--- src/rtl/core/epa_pkg.sv ---
`timescale 1ns / 1ps

package epa_pkg;

    localparam int FREQ_W   = 17;
    localparam int FSTEP_W  = 10;
    localparam int DUTY_W   = 10;
    localparam int CFG_IDX_W  = 3;
    localparam int CFG_DATA_W = 17;

    localparam int QUEUE_DEPTH = 4;
    localparam int QUEUE_PTR_W = $clog2(QUEUE_DEPTH);

    localparam logic [FREQ_W-1:0] FREQ_RESET      = FREQ_W'(40000);
    localparam logic [DUTY_W-1:0] DUTY_RESET      = DUTY_W'(333);
    localparam logic [DUTY_W:0]   DUTY_LIMIT      = (DUTY_W+1)'(999);
    localparam logic [FREQ_W-1:0] MAX_FREQ_RESET  = FREQ_W'(100000);
    localparam logic [FREQ_W-1:0] MIN_FREQ_RESET  = FREQ_W'(1000);
    localparam logic [FSTEP_W-1:0] FSTEP_FINE_RESET   = FSTEP_W'(5);
    localparam logic [FSTEP_W-1:0] FSTEP_MID_RESET    = FSTEP_W'(50);
    localparam logic [FSTEP_W-1:0] FSTEP_COARSE_RESET = FSTEP_W'(500);
    localparam logic [DUTY_W-1:0] DSTEP_FINE_RESET    = DUTY_W'(1);
    localparam logic [DUTY_W-1:0] DSTEP_MID_RESET     = DUTY_W'(10);
    localparam logic [DUTY_W-1:0] DSTEP_COARSE_RESET  = DUTY_W'(100);

    // input action codes
    localparam logic [2:0] ACT_ENC       = 3'd0;
    localparam logic [2:0] ACT_FREQ_KEY  = 3'd1;
    localparam logic [2:0] ACT_DUTY_KEY  = 3'd2;
    localparam logic [2:0] ACT_SWEEP_KEY = 3'd3;
    localparam logic [2:0] ACT_STEP_KEY  = 3'd4;
    localparam logic [2:0] ACT_TICK      = 3'd5;

    // sweep mode codes
    localparam logic [1:0] SWEEP_OFF  = 2'd0;
    localparam logic [1:0] SWEEP_UP   = 2'd1;
    localparam logic [1:0] SWEEP_DOWN = 2'd2;

    // step selector codes
    localparam logic [1:0] SEL_FINE = 2'd0;
    localparam logic [1:0] SEL_MID  = 2'd1;

    typedef enum logic [CFG_IDX_W-1:0] {
        CFG_MAX_FREQ     = 3'd0,
        CFG_MIN_FREQ     = 3'd1,
        CFG_FSTEP_FINE   = 3'd2,
        CFG_FSTEP_MID    = 3'd3,
        CFG_FSTEP_COARSE = 3'd4,
        CFG_DSTEP_FINE   = 3'd5,
        CFG_DSTEP_MID    = 3'd6,
        CFG_DSTEP_COARSE = 3'd7
    } cfg_idx_t;

    typedef enum logic [2:0] {
        CMD_NOP       = 3'd0,
        CMD_UP        = 3'd1,
        CMD_DOWN      = 3'd2,
        CMD_FREQ_KEY  = 3'd3,
        CMD_DUTY_KEY  = 3'd4,
        CMD_SWEEP_KEY = 3'd5,
        CMD_STEP_KEY  = 3'd6,
        CMD_TICK      = 3'd7
    } cmd_t;

    typedef enum logic [1:0] {
        DIR_NONE = 2'd0,
        DIR_UP   = 2'd1,
        DIR_DOWN = 2'd2
    } dir_t;

    typedef struct packed {
        logic               valid;
        logic [CFG_IDX_W-1:0]  index;
        logic [CFG_DATA_W-1:0] data;
    } cfg_wr_t;

    typedef struct packed {
        logic [FREQ_W-1:0] frequency;
        logic [DUTY_W-1:0] duty;
        logic              edit_duty;
        logic [1:0]        sweep_state;
        logic [1:0]        freq_step_select;
        logic [1:0]        duty_step_select;
        logic              changed;
    } result_t;

    // quadrature decode: index is {previous phase, new phase}
    function automatic dir_t quad_dir(input logic [3:0] idx);
        dir_t d;
        case (idx)
            4'd1, 4'd7, 4'd8, 4'd14:  d = DIR_DOWN;
            4'd2, 4'd4, 4'd11, 4'd13: d = DIR_UP;
            default:                  d = DIR_NONE;
        endcase
        return d;
    endfunction

endpackage

--- src/rtl/core/epa_front.sv ---
`timescale 1ns / 1ps

module epa_front (
    input  logic          aclk,
    input  logic          aresetn,
    input  logic          in_valid,
    output logic          in_ready,
    input  logic [2:0]    action,
    input  logic          enc_a,
    input  logic          enc_b,
    input  logic          queue_full,
    output logic          push,
    output epa_pkg::cmd_t cmd
);

    logic [1:0]    enc_prev_reg;
    logic [1:0]    enc_prev_next;
    logic [1:0]    phase;
    epa_pkg::dir_t dir;

    // no transaction is taken while in reset
    assign in_ready = aresetn && !queue_full;
    assign push     = in_valid && in_ready;
    assign phase    = {enc_b, enc_a};
    assign dir      = epa_pkg::quad_dir({enc_prev_reg, phase});

    always_comb begin
        enc_prev_next = enc_prev_reg;
        cmd           = epa_pkg::CMD_NOP;
        case (action)
            epa_pkg::ACT_ENC: begin
                enc_prev_next = phase;
                case (dir)
                    epa_pkg::DIR_UP:   cmd = epa_pkg::CMD_UP;
                    epa_pkg::DIR_DOWN: cmd = epa_pkg::CMD_DOWN;
                    default:           cmd = epa_pkg::CMD_NOP;
                endcase
            end
            epa_pkg::ACT_FREQ_KEY:  cmd = epa_pkg::CMD_FREQ_KEY;
            epa_pkg::ACT_DUTY_KEY:  cmd = epa_pkg::CMD_DUTY_KEY;
            epa_pkg::ACT_SWEEP_KEY: cmd = epa_pkg::CMD_SWEEP_KEY;
            epa_pkg::ACT_STEP_KEY:  cmd = epa_pkg::CMD_STEP_KEY;
            epa_pkg::ACT_TICK:      cmd = epa_pkg::CMD_TICK;
            default:                cmd = epa_pkg::CMD_NOP;
        endcase
    end

    always_ff @(posedge aclk) begin
        if (!aresetn) begin
            enc_prev_reg <= 2'd0;
        end else if (push) begin
            enc_prev_reg <= enc_prev_next;
        end
    end

endmodule

--- src/rtl/core/epa_queue.sv ---
`timescale 1ns / 1ps

module epa_queue (
    input  logic          aclk,
    input  logic          aresetn,
    input  logic          push,
    input  epa_pkg::cmd_t push_cmd,
    output logic          full,
    input  logic          pop,
    output logic          head_valid,
    output epa_pkg::cmd_t head_cmd
);

    epa_pkg::cmd_t                   entry_reg [epa_pkg::QUEUE_DEPTH];
    logic [epa_pkg::QUEUE_PTR_W-1:0] wr_ptr_reg;
    logic [epa_pkg::QUEUE_PTR_W-1:0] rd_ptr_reg;
    logic [epa_pkg::QUEUE_PTR_W:0]   count_reg;
    logic [epa_pkg::QUEUE_PTR_W:0]   count_next;

    assign full       = (count_reg == (epa_pkg::QUEUE_PTR_W+1)'(epa_pkg::QUEUE_DEPTH));
    assign head_valid = (count_reg != '0);
    assign head_cmd   = entry_reg[rd_ptr_reg];

    always_comb begin
        count_next = count_reg;
        case ({push, pop})
            2'b10:   count_next = count_reg + 1'b1;
            2'b01:   count_next = count_reg - 1'b1;
            default: count_next = count_reg;
        endcase
    end

    always_ff @(posedge aclk) begin
        if (!aresetn) begin
            wr_ptr_reg <= '0;
            rd_ptr_reg <= '0;
            count_reg  <= '0;
        end else begin
            if (push) begin
                wr_ptr_reg <= wr_ptr_reg + 1'b1;
            end
            if (pop) begin
                rd_ptr_reg <= rd_ptr_reg + 1'b1;
            end
            count_reg <= count_next;
        end
    end

    always_ff @(posedge aclk) begin
        if (push) begin
            entry_reg[wr_ptr_reg] <= push_cmd;
        end
    end

endmodule

--- src/rtl/core/epa_back.sv ---
`timescale 1ns / 1ps

module epa_back (
    input  logic             aclk,
    input  logic             aresetn,
    input  epa_pkg::cfg_wr_t cfg_wr,
    input  logic             head_valid,
    input  epa_pkg::cmd_t    head_cmd,
    output logic             pop,
    output logic             out_valid,
    input  logic             out_ready,
    output epa_pkg::result_t result
);

    localparam int FW = epa_pkg::FREQ_W;
    localparam int SW = epa_pkg::FSTEP_W;
    localparam int DW = epa_pkg::DUTY_W;

    // configuration
    logic [FW-1:0] max_freq_reg, min_freq_reg;
    logic [SW-1:0] fstep_fine_reg, fstep_mid_reg, fstep_coarse_reg;
    logic [DW-1:0] dstep_fine_reg, dstep_mid_reg, dstep_coarse_reg;

    // setpoint state
    logic [FW-1:0] freq_reg, freq_next;
    logic [DW-1:0] duty_reg, duty_next;
    logic          edit_reg, edit_next;
    logic [1:0]    fsel_reg, fsel_next;
    logic [1:0]    dsel_reg, dsel_next;
    logic [1:0]    sweep_reg, sweep_next;
    logic [1:0]    tdiv_reg, tdiv_next;
    logic          changed;

    logic              out_valid_reg;
    epa_pkg::result_t  result_reg;

    logic [SW-1:0] fstep;
    logic [DW-1:0] dstep;
    logic [FW:0]   f_up_sum, f_dn_bound;
    logic          f_up_ok, f_dn_ok;
    logic [DW:0]   d_up_sum;
    logic          d_up_ok, d_dn_ok;
    logic [1:0]    tdiv_inc;
    logic          sweep_ok;

    assign pop       = head_valid && (!out_valid_reg || out_ready);
    assign out_valid = out_valid_reg;
    assign result    = result_reg;

    always_comb begin
        case (fsel_reg)
            epa_pkg::SEL_FINE: fstep = fstep_fine_reg;
            epa_pkg::SEL_MID:  fstep = fstep_mid_reg;
            default:           fstep = fstep_coarse_reg;
        endcase
        case (dsel_reg)
            epa_pkg::SEL_FINE: dstep = dstep_fine_reg;
            epa_pkg::SEL_MID:  dstep = dstep_mid_reg;
            default:           dstep = dstep_coarse_reg;
        endcase
    end

    // limit checks, sums kept one bit wider so nothing wraps
    assign f_up_sum   = {1'b0, freq_reg} + (FW+1)'(fstep);
    assign f_up_ok    = (f_up_sum < {1'b0, max_freq_reg}) && !f_up_sum[FW];
    assign f_dn_bound = {1'b0, min_freq_reg} + (FW+1)'(fstep);
    assign f_dn_ok    = ({1'b0, freq_reg} > f_dn_bound);
    assign d_up_sum   = {1'b0, duty_reg} + {1'b0, dstep};
    assign d_up_ok    = (d_up_sum < epa_pkg::DUTY_LIMIT);
    assign d_dn_ok    = (duty_reg > dstep);
    assign tdiv_inc   = tdiv_reg + 2'd1;
    assign sweep_ok   = (sweep_reg == epa_pkg::SWEEP_UP) ? f_up_ok : f_dn_ok;

    always_comb begin
        freq_next  = freq_reg;
        duty_next  = duty_reg;
        edit_next  = edit_reg;
        fsel_next  = fsel_reg;
        dsel_next  = dsel_reg;
        sweep_next = sweep_reg;
        tdiv_next  = tdiv_reg;
        changed    = 1'b0;
        case (head_cmd)
            epa_pkg::CMD_UP: begin
                if (!edit_reg) begin
                    if (f_up_ok) begin
                        freq_next = f_up_sum[FW-1:0];
                        changed   = 1'b1;
                    end
                end else if (d_up_ok) begin
                    duty_next = d_up_sum[DW-1:0];
                    changed   = 1'b1;
                end
            end
            epa_pkg::CMD_DOWN: begin
                if (!edit_reg) begin
                    if (f_dn_ok) begin
                        freq_next = freq_reg - FW'(fstep);
                        changed   = 1'b1;
                    end
                end else if (d_dn_ok) begin
                    duty_next = duty_reg - dstep;
                    changed   = 1'b1;
                end
            end
            epa_pkg::CMD_FREQ_KEY: begin
                edit_next = 1'b0;
                changed   = 1'b1;
            end
            epa_pkg::CMD_DUTY_KEY: begin
                edit_next = 1'b1;
                changed   = 1'b1;
            end
            epa_pkg::CMD_SWEEP_KEY: begin
                edit_next = 1'b0;
                case (sweep_reg)
                    epa_pkg::SWEEP_OFF: sweep_next = epa_pkg::SWEEP_UP;
                    epa_pkg::SWEEP_UP:  sweep_next = epa_pkg::SWEEP_DOWN;
                    default:            sweep_next = epa_pkg::SWEEP_OFF;
                endcase
                changed = 1'b1;
            end
            epa_pkg::CMD_STEP_KEY: begin
                if (!edit_reg) begin
                    fsel_next = (fsel_reg inside {epa_pkg::SEL_FINE, epa_pkg::SEL_MID})
                                ? fsel_reg + 2'd1 : epa_pkg::SEL_FINE;
                end else begin
                    dsel_next = (dsel_reg inside {epa_pkg::SEL_FINE, epa_pkg::SEL_MID})
                                ? dsel_reg + 2'd1 : epa_pkg::SEL_FINE;
                end
                changed = 1'b1;
            end
            epa_pkg::CMD_TICK: begin
                if (sweep_reg inside {epa_pkg::SWEEP_UP, epa_pkg::SWEEP_DOWN}) begin
                    if (tdiv_inc > 2'd1) begin
                        if (sweep_ok) begin
                            freq_next = (sweep_reg == epa_pkg::SWEEP_UP)
                                        ? f_up_sum[FW-1:0] : freq_reg - FW'(fstep);
                        end else begin
                            sweep_next = epa_pkg::SWEEP_OFF;
                        end
                        tdiv_next = 2'd0;
                        changed   = 1'b1;
                    end else begin
                        tdiv_next = tdiv_inc;
                    end
                end
            end
            default: changed = 1'b0;
        endcase
    end

    always_ff @(posedge aclk) begin
        if (!aresetn) begin
            max_freq_reg     <= epa_pkg::MAX_FREQ_RESET;
            min_freq_reg     <= epa_pkg::MIN_FREQ_RESET;
            fstep_fine_reg   <= epa_pkg::FSTEP_FINE_RESET;
            fstep_mid_reg    <= epa_pkg::FSTEP_MID_RESET;
            fstep_coarse_reg <= epa_pkg::FSTEP_COARSE_RESET;
            dstep_fine_reg   <= epa_pkg::DSTEP_FINE_RESET;
            dstep_mid_reg    <= epa_pkg::DSTEP_MID_RESET;
            dstep_coarse_reg <= epa_pkg::DSTEP_COARSE_RESET;
        end else if (cfg_wr.valid) begin
            case (epa_pkg::cfg_idx_t'(cfg_wr.index))
                epa_pkg::CFG_MAX_FREQ:     max_freq_reg     <= cfg_wr.data[FW-1:0];
                epa_pkg::CFG_MIN_FREQ:     min_freq_reg     <= cfg_wr.data[FW-1:0];
                epa_pkg::CFG_FSTEP_FINE:   fstep_fine_reg   <= cfg_wr.data[SW-1:0];
                epa_pkg::CFG_FSTEP_MID:    fstep_mid_reg    <= cfg_wr.data[SW-1:0];
                epa_pkg::CFG_FSTEP_COARSE: fstep_coarse_reg <= cfg_wr.data[SW-1:0];
                epa_pkg::CFG_DSTEP_FINE:   dstep_fine_reg   <= cfg_wr.data[DW-1:0];
                epa_pkg::CFG_DSTEP_MID:    dstep_mid_reg    <= cfg_wr.data[DW-1:0];
                epa_pkg::CFG_DSTEP_COARSE: dstep_coarse_reg <= cfg_wr.data[DW-1:0];
                default:                   max_freq_reg     <= max_freq_reg;
            endcase
        end
    end

    always_ff @(posedge aclk) begin
        if (!aresetn) begin
            freq_reg      <= epa_pkg::FREQ_RESET;
            duty_reg      <= epa_pkg::DUTY_RESET;
            edit_reg      <= 1'b0;
            fsel_reg      <= epa_pkg::SEL_FINE;
            dsel_reg      <= epa_pkg::SEL_FINE;
            sweep_reg     <= epa_pkg::SWEEP_OFF;
            tdiv_reg      <= 2'd0;
            out_valid_reg <= 1'b0;
        end else begin
            if (pop) begin
                freq_reg      <= freq_next;
                duty_reg      <= duty_next;
                edit_reg      <= edit_next;
                fsel_reg      <= fsel_next;
                dsel_reg      <= dsel_next;
                sweep_reg     <= sweep_next;
                tdiv_reg      <= tdiv_next;
                out_valid_reg <= 1'b1;
            end else if (out_ready) begin
                out_valid_reg <= 1'b0;
            end
        end
    end

    always_ff @(posedge aclk) begin
        if (pop) begin
            result_reg.frequency        <= freq_next;
            result_reg.duty             <= duty_next;
            result_reg.edit_duty        <= edit_next;
            result_reg.sweep_state      <= sweep_next;
            result_reg.freq_step_select <= fsel_next;
            result_reg.duty_step_select <= dsel_next;
            result_reg.changed          <= changed;
        end
    end

endmodule

--- src/rtl/core/encoder_parameter_adjuster.sv ---
`timescale 1ns / 1ps

// encoder parameter adjuster: frequency / duty setpoint editor
// input stream (s_): one transaction per event; s_tuser carries the action
//   (encoder sample, freq key, duty key, sweep key, step key, tick) and
//   s_tdata carries the two encoder pin levels
// output stream (m_): exactly one transaction per input transaction, in order,
//   with the full setpoint snapshot in m_tdata and the changed flag in m_tuser
// config channel (cfg_): register index and data, ready whenever out of reset;
//   write only while no transaction is in flight
// an input transaction is held in the queue and then in the output register before its result is sent
// throughput: one transaction per cycle while m_tready is high or the output
//   register is empty; the setpoint update is a single add and compare in the
//   back end, done in the cycle an entry leaves the queue
// the front end decodes the quadrature phase and feeds a four-entry command
//   queue, so input keeps flowing while the output register waits on m_tready;
//   s_tready drops only when the queue is full or in reset
// reset (aresetn low, synchronous) loads default limits and steps, frequency
//   40000, duty 333, edit frequency, fine steps, sweep off, empty queue
module encoder_parameter_adjuster (
    input  logic        aclk,
    input  logic        aresetn,

    // input stream
    input  logic        s_tvalid,
    output logic        s_tready,
    input  logic [7:0]  s_tdata,    // [0] enc_a, [1] enc_b, [7:2] zero
    input  logic [2:0]  s_tuser,    // [2:0] action

    // result stream
    output logic        m_tvalid,
    input  logic        m_tready,
    output logic [39:0] m_tdata,    // [16:0] frequency, [26:17] duty, [27] edit_duty,
                                    // [29:28] sweep_state, [31:30] freq_step_select,
                                    // [33:32] duty_step_select, [39:34] zero
    output logic [0:0]  m_tuser,    // [0] changed

    // configuration writes
    input  logic                            cfg_valid,
    output logic                            cfg_ready,
    input  logic [epa_pkg::CFG_IDX_W-1:0]   cfg_index,
    input  logic [epa_pkg::CFG_DATA_W-1:0]  cfg_data
);

    logic             push;
    epa_pkg::cmd_t    push_cmd;
    logic             queue_full;
    logic             pop;
    logic             head_valid;
    epa_pkg::cmd_t    head_cmd;
    epa_pkg::cfg_wr_t cfg_wr;
    epa_pkg::result_t result;

    // config is never back-pressured once out of reset
    assign cfg_ready    = aresetn;
    assign cfg_wr.valid = cfg_valid && cfg_ready;
    assign cfg_wr.index = cfg_index;
    assign cfg_wr.data  = cfg_data;

    // front end: quadrature decode and command classification
    epa_front u_front (
        .aclk       (aclk),
        .aresetn    (aresetn),
        .in_valid   (s_tvalid),
        .in_ready   (s_tready),
        .action     (s_tuser),
        .enc_a      (s_tdata[0]),
        .enc_b      (s_tdata[1]),
        .queue_full (queue_full),
        .push       (push),
        .cmd        (push_cmd)
    );

    // command queue between the two halves
    epa_queue u_queue (
        .aclk       (aclk),
        .aresetn    (aresetn),
        .push       (push),
        .push_cmd   (push_cmd),
        .full       (queue_full),
        .pop        (pop),
        .head_valid (head_valid),
        .head_cmd   (head_cmd)
    );

    // back end: setpoint state, limit checks and output register
    epa_back u_back (
        .aclk       (aclk),
        .aresetn    (aresetn),
        .cfg_wr     (cfg_wr),
        .head_valid (head_valid),
        .head_cmd   (head_cmd),
        .pop        (pop),
        .out_valid  (m_tvalid),
        .out_ready  (m_tready),
        .result     (result)
    );

    // pack the snapshot, lowest field first
    assign m_tdata = {6'd0,
                      result.duty_step_select,
                      result.freq_step_select,
                      result.sweep_state,
                      result.edit_duty,
                      result.duty,
                      result.frequency};
    assign m_tuser = result.changed;

endmodule
--- config.mk ---
export PLATFORM = sky130hd
export DESIGN_NAME = encoder_parameter_adjuster
export DESIGN_NICKNAME = d
export VERILOG_FILES = /design/src/rtl/core/epa_pkg.sv /design/src/rtl/core/epa_front.sv /design/src/rtl/core/epa_queue.sv /design/src/rtl/core/epa_back.sv /design/src/rtl/core/encoder_parameter_adjuster.sv
export SDC_FILE = /design/constraint.sdc
export NUM_CORES = 1
export LEC_CHECK = 0
export ABC_AREA = 1
export BUFFER_PORTS_ARGS = -buffer_cell sky130_fd_sc_hd__buf_2
export CAP_MARGIN = 20
export CORE_MARGIN = 8
export CORE_UTILIZATION = 60
export DETAILED_ROUTE_END_ITERATION = 7
export MAX_ROUTING_LAYER = met4
export PLACE_DENSITY = 0.79
export RECOVER_POWER = 100
export SYNTH_ARGS = -nofsm -noshare
export SYNTH_HDL_FRONTEND = slang
export SYNTH_SLANG_ARGS = --single-unit
--- constraint.sdc ---
create_clock -name aclk -period 5.7 [get_ports aclk]
set_input_delay 0.285 -clock aclk [delete_from_list [all_inputs] [get_ports aclk]]
set_output_delay 0.285 -clock aclk [all_outputs]
set_load 0.1 [all_outputs]
==> results of run 1 <==
[report_power, final]
| group | internal (W) | switching (W) | total [W] | leakage, nW |
|---|---|---|---|---|
| clock network | 0.000630 | 0.000676 | 0.00131 | 0.313 |
| logic | 0.00149 | 0.00416 | 0.00566 | 4.54 |
| registers | 0.00173 | 0.000227 | 0.00196 | 1.61 |
| total | 0.00386 | 0.00506 | 0.00892 | 6.46 |
[worst max-delay path: cells and delay by family (launching register included)]
family          cells  cell delay [ns]
simple gates       17             2.26
compound gates      6             0.89
fa+ha+maj           3             0.84
buf+inv             3             0.56
flops               1             0.33
xor+xnor            1             0.15
[kinds of logic after synthesis]
kind of cell | after synthesis | synth area share
and+or+nand+nor | 790 | 0.2665
AOI/OAI and AO/OA | 359 | 0.1624
buffers and inverters | 319 | 0.1019
DFF | 189 | 0.3343
adders and majority gates | 99 | 0.1009
xor gates and xnor gates | 49 | 0.03372
other | 1 | 0.0002947
[cell usage in the layout, fill, tap and decap left out, drive strengths merged]
master | netlist | routed
o211ai | 17 | 17
xor2 | 40 | 40
or2 | 4 | 4
nor2 | 246 | 246
xnor2 | 9 | 9
conb | 1 | 6
nand2 | 347 | 347
ha | 93 | 93
o21a | 19 | 19
inv | 236 | 249
and3 | 1 | 1
a21oi | 137 | 137
clkbuf | 45 | 62
a32oi | 2 | 2
fa | 6 | 6
edfxtp | 47 | 47
nand3 | 143 | 143
a21boi | 3 | 3
a21o | 3 | 3
buf | 29 | 32
nor4 | 2 | 2
and2 | 3 | 3
o21ai | 146 | 146
clkinv | 9 | 11
nor3 | 20 | 20
o31ai | 1 | 1
a22oi | 1 | 1
o311ai | 1 | 1
nand4 | 22 | 22
a31oi | 7 | 7
o21bai | 8 | 8
a211oi | 1 | 1
nand3b | 2 | 2
dfxtp | 142 | 142
o22ai | 13 | 13
[through the flow]
step	std cells	setup WS, ns	hold slack, ns	util	area (um2)
2_1_floorplan	1811	1.506	0.4113	-	12740
6_report	2121	0.3855	0.06211	0.6543	13670
4_1_cts	2120	0.4867	0.05286	0.6597	13780
3_3_place_gp	2088	0.5966	0.4381	0.6286	13130
5_1_grt	2121	0.06700	0.07758	0.6543	13670
3_5_place_dp	2088	0.5110	0.4433	0.6286	13130
[layer usage]
metal | track usage | vias up | routed length [um]
met3 | 0.04759 | 88 | 2492
li1 | - | 5943 | -
met1 | 0.3763 | 5604 | 16850
met4 | 0.09470 | 0 | 1050
met5 | - | - | 0
met2 | 0.4450 | 460 | 16450
[worst max path at each step]
stage               slack [ns]  depth (start not counted)                from                  to
finish                    0.39                         30  u_back.fsel_reg[1]   u_back.result[20]
global route              0.07                         29  u_back.fsel_reg[1]  u_back.freq_reg[4]
CTS                       0.49                         32  u_back.fsel_reg[0]   u_back.result[20]
detailed placement        0.51                         32  u_back.fsel_reg[0]   u_back.result[20]
global placement          0.60                         29  u_back.fsel_reg[1]   u_back.result[20]
floorplan                 1.51                         32  u_back.fsel_reg[1]   u_back.result[31]
[area by class of cell]
cell class | instances | share of cell area
Multi-Input combinational cell | 1303 | 0.5238
Sequential cell | 189 | 0.3112
Timing Repair Buffer | 77 | 0.02499
Tap cell | 275 | 0.02517
Clock buffer | 17 | 0.03112
Inverter | 245 | 0.06737
Clock inverter | 15 | 0.01629
[repair_timing]
item | 4_1_cts | 5_1_grt
gates resized for setup | 0 | 1
setup endpoints to repair | 0 | 4
hold endpoints to repair | 0 | 0
==> reports/qor.csv, run 1 <==
stage,metric,value,unit
logic_synthesis,number of flops mapped to enable cells by yosys,47,
sta,post-layout min period,5.315,ns
job,Max Cap Viol,2,
sta,# setup viols final,0,
setup_path,reg2reg path depth,30,
final_layout,Fill cells,1877,
sta,Worst Clk Skew,0.02900,ns
setup_path,Critical Path End Type,register,
sta,RSZ-0062 raised after global routing,no,
logic_synthesis,"count leader, synth",nand2_1,
die,die area,26130,um2
final_layout,Area growth syn-to-layout,7.403,%
sta,Worst-Margin Slew,2.282,ns
route,Post-DRT Antenna Nets,0,
die,core area,20890,um2
sta,period utilization,0.9324,
logic_synthesis,Synth Register Bits,189,
logic_synthesis,cell accounting for the most synthesized area,dfxtp_1,
setup_path,CP Launch Type,register,
route,DR vias/cell,5.702,
die,Die Y,161.6,um
final_layout,layout cells sized above 1,0.06392,
final_layout,number of flip-flops in the largest register,35,
pwr,PwrDens,652.7,nW/um2
clock_network,Post-CTS Setup Bufs,0,
logic_synthesis,Cells after Synth,1806,
pwr,Peak VDD IR,0.2742,mV
setup_path,worst-path fanout max,23,
logic_synthesis,Syn Area/Cell,7.046,um2
logic_synthesis,largest cells by area after synthesis,"dfxtp_1 22%, edfxtp_1 11%, nand2_1 9.9%",
setup_path,required time of the critical path,5.90,ns
setup_path,Max stage delay on crit path,0.33,ns
sta,fmax,188.2,MHz
pwr,overall power,0.008921,W
route,Starting DRT DRC Count,1086,
route,Vias,12100,
die,die width,161.6,um
placed_design,hpwl dp,27110,um
logic_synthesis,Mapped Area,12730,um2
final_layout,ant diodes,0,
setup_path,R2R Setup Slk,0.39,ns
final_layout,Final #Nets,1968,
clock_network,"Clk pin slew, worst setup/hold paths",0.10,ns
grt,vias in the first global route,11480,
sta,Setup TNS,0,ns
sta,worst rel slew slack,-0.5214,
logic_synthesis,sequential area share after synthesis,0.3343,
final_layout,sequential standard cell area,4254,um2
clock_network,hold_buf cts,0,
logic_synthesis,"Distinct cells, synth",55,
logic_synthesis,YS warnings,0,
placed_design,routability cong.,0.9910,
grt,initial antenna violation count,0,
route,Avg WL per Cell,17.37,um
placed_design,I/O Buffers,67,
setup_path,worst r2r src,u_back.fsel_reg[1],
status,failing checks,"max-capacitance violations, max-slew violations",
hold_path,WHS Path Cells,3,
clock_network,CTS sink cnt,189,
hold_path,Hold EP,u_back.min_freq_reg[13],
setup_path,Crit Reg-Reg Endpoint,u_back.result[20],
die,Initial Util,0.6092,
die,row cnt,53,
route,DRC violation count after routing,0,
route,drt first pass iters,5,
sta,Final Max Slew Viols,115,
setup_path,CP dominant cell by count,nand2_1,
clock_network,clk_lat worst skew,0.46,ns
clock_network,CTS tree,done,
clock_network,Root Driver,clkbuf_16,
logic_synthesis,"Async S/R FF share, synth",0,
clock_network,Num CTS Buffers,17,
setup_path,Worst path slowest cell,dfxtp_1,
setup_path,Crit Path Class,reg -> reg,
final_layout,Multi-input gate area,7159,um2
hold_path,hold path start,cfg_data[13],
setup_path,CP Data Arrival Time,5.51,ns
grt,largest net degree at the start of global routing,76,
grt,total track usage,0.2870,
logic_synthesis,Yosys top cell area share,0.2234,
sta,Fin. Hold Viols,0,
clock_network,htree depth,4,
grt,first-pass GRT wire length,58970,um
pwr,leak pwr,6.458,nW
grt,"Remaining Overflow, GRT",0,
status,outcome,"finished, violations left",
die,io pins,80,
clock_network,clock tree buffer depth,2,
logic_synthesis,prevailing post-synth register cell,dfxtp_1,
route,Post-Route WL,36850,um
logic_synthesis,most frequent cells after synthesis,"334 x nand2_1, 239 x nor2_1, 220 x inv_1",
hold_path,Worst Hold Class,in -> reg,
Power figures use the tool's default switching activity.
==> inputs of run 2 (changes only) <==
- CORE_UTILIZATION: 60 -> 55
- PLACE_DENSITY: 0.79 -> 0.73
==> run 2 against run 1 <==
Compared with the run above:
- the flow finishes with violations (design-rule violations, max-capacitance violations, max-slew violations)
- clock skew decreased by 0.013 ns
- register-to-register slack about the same
- combinational power fell by 0.7%
- core utilization down 5.1 points
- final area up 0.32%
- sequential power barely moved
- fmax is essentially flat
- non-clock buffer count rose by 1
- flip-flop and latch count unchanged
- largest cell class unchanged
==> reports/qor.csv, run 2 (synthesized netlist as in run 1, its figures left out) <==
stage,metric,value,unit
placed_design,post-detailed-placement cell area,13150,um2
die,row cnt,55,
setup_path,Worst path slowest cell,dfxtp_1,
setup_path,required time of the critical path,5.89,ns
clock_network,hold_buf cts,0,
placed_design,DP Worst Slack,0.4802,ns
final_layout,Final #Nets,1969,
clock_network,Post-CTS Setup Bufs,0,
sta,Worst-Margin Slew,2.922,ns
sta,Worst Clk Skew,0.01638,ns
setup_path,Critical Path End Type,register,
sta,Hold Worst Slack,0.06758,ns
status,outcome,"finished, violations left",
die,die area,28260,um2
die,io pins,80,
clock_network,clk_lat worst skew,0.45,ns
setup_path,buffers and inverters on the worst path,4,
route,drt first pass iters,8,
hold_path,Worst Hold Class,in -> reg,
grt,largest net degree at the start of global routing,72,
clock_network,htree depth,4,
clock_network,clock tree buffer depth,2,
clock_network,Root Driver,clkbuf_16,
route,Vias,11910,
sta,Final Max Slew Viols,163,
setup_path,largest delay contributor family on the critical path,simple AND/OR/NAND/NOR gates,
grt,initial antenna violation count,0,
die,Die Y,168.1,um
sta,RSZ-0062 raised after global routing,no,
setup_path,worst-path fanout max,13,
status,failing checks,"design-rule violations, max-capacitance violations, max-slew violations",
sta,period utilization,0.9317,
final_layout,design area,13710,um2
final_layout,layout cells sized above 1,0.06605,
route,DRC violation count after routing,1,
route,Starting DRT DRC Count,1159,
final_layout,number of flip-flops in the largest register,35,
clock_network,CTS sink cnt,189,
die,die width,168.1,um
placed_design,routability cong.,1.030,
placed_design,I/O Buffers,67,
grt,vias in the first global route,10770,
route,DR vias/cell,5.588,
route,Post-DRT Antenna Nets,0,
sta,Fin. Hold Viols,0,
final_layout,ant diodes,0,
sta,post-layout min period,5.311,ns
final_layout,Area growth syn-to-layout,7.748,%
pwr,PwrDens,645.4,nW/um2
final_layout,most frequent cells in the layout,"338 x nand2_1, 239 x nor2_1, 221 x inv_1",
setup_path,CP dominant cell by count,nand2_1,
pwr,Peak VDD IR,0.3338,mV
placed_design,hpwl dp,26440,um
clock_network,Num CTS Buffers,17,
sta,final setup margin,0.3892,ns
die,core area,22710,um2
pwr,leak pwr,6.484,nW
setup_path,Crit Path Class,reg -> reg,
setup_path,CP Launch Type,register,
final_layout,"commonest non-fill, non-tap cell in the layout",nand2_1,
clock_network,"Clk pin slew, worst setup/hold paths",0.08,ns
setup_path,Max stage delay on crit path,0.33,ns
job,Max Cap Viol,3,
sta,worst rel slew slack,-0.9478,
sta,Setup TNS,0,ns
sta,# setup viols final,0,
die,Initial Util,0.5604,
grt,first-pass GRT wire length,56350,um
grt,total track usage,0.2539,
route,Avg WL per Cell,16.59,um
clock_network,CTS tree,done,
grt,"Remaining Overflow, GRT",0,
route,Post-Route WL,35370,um
clock_network,# resized after CTS,0,
setup_path,CP Data Arrival Time,5.50,ns
sta,fmax,188.3,MHz
run 2: cell types whose count changed in the layout (fill, tap and decap cells not counted), moves of 2 or more:
| cell | delta |
|---|---|
| buf_4 | +2 |
| o21ai_0 | +2 |
| clkbuf_1 | -3 |
| nand2_2 | -2 |
| clkinv_4 | +2 |
| o21ai_1 | -2 |
| nand2_1 | +2 |
| inv_8 | -2 |
run 2: layer usage:
layer | track usage | vias to the layer above | wire length, um
met5 | - | - | 0
met4 | 0.07220 | 0 | 660
met3 | 0.03017 | 48 | 2477
met2 | 0.3912 | 438 | 15720
met1 | 0.3471 | 5481 | 16520
li1 | - | 5947 | -
run 2: stage by stage:
| stage | util | total power [W] | std cells |
|---|---|---|---|
| 4_1_cts | 0.6074 | 0.008828 | 2131 |
| 6_report | 0.6038 | 0.008849 | 2132 |
| 5_1_grt | 0.6038 | 0.009498 | 2132 |
| 3_3_place_gp | 0.5791 | 0.007434 | 2099 |
| 3_5_place_dp | 0.5791 | 0.007531 | 2099 |
| 2_1_floorplan | - | 0.006325 | 1811 |
run 2: worst paths after layout:
path	from	slack, ns	cells after the start	end
max reg2reg	u_back.fsel_reg[1]	0.39	31	u_back.result[20]
min	cfg_data[15]	0.07	3	u_back.max_freq_reg[15]
max	u_back.fsel_reg[1]	0.39	31	u_back.result[20]
min reg2reg	u_back.dstep_fine_reg[5]	0.46	2	u_back.dstep_fine_reg[5]
run 2: power breakdown:
group	total [W]	internal [W]	switching [W]	leakage, nW
Clock	0.00129	0.000622	0.000663	0.308
Combinational	0.00562	0.00151	0.00411	4.57
Sequential	0.00194	0.00173	0.000209	1.61
run 2: worst register-to-register path: cells and delay by family, from the launching register on:
kind,cells,cell delay [ns]
AND/OR/NAND/NOR,16,2.13
adder cells (fa/ha/maj),3,0.90
AO/OA/AOI/OAI,7,0.82
buffers and inverters,4,0.74
flip-flops,1,0.33
XOR/XNOR,1,0.11
run 2: area by class of cell:
cell class	instances	area, um2
timing repair buffer	78	377.9
sequential	189	4254
fill	2155	8997
multi-input combinational	1303	7159
tap	285	356.6
clock inverter	15	217.7
inverter	245	920.9
clock buffer	17	425.4
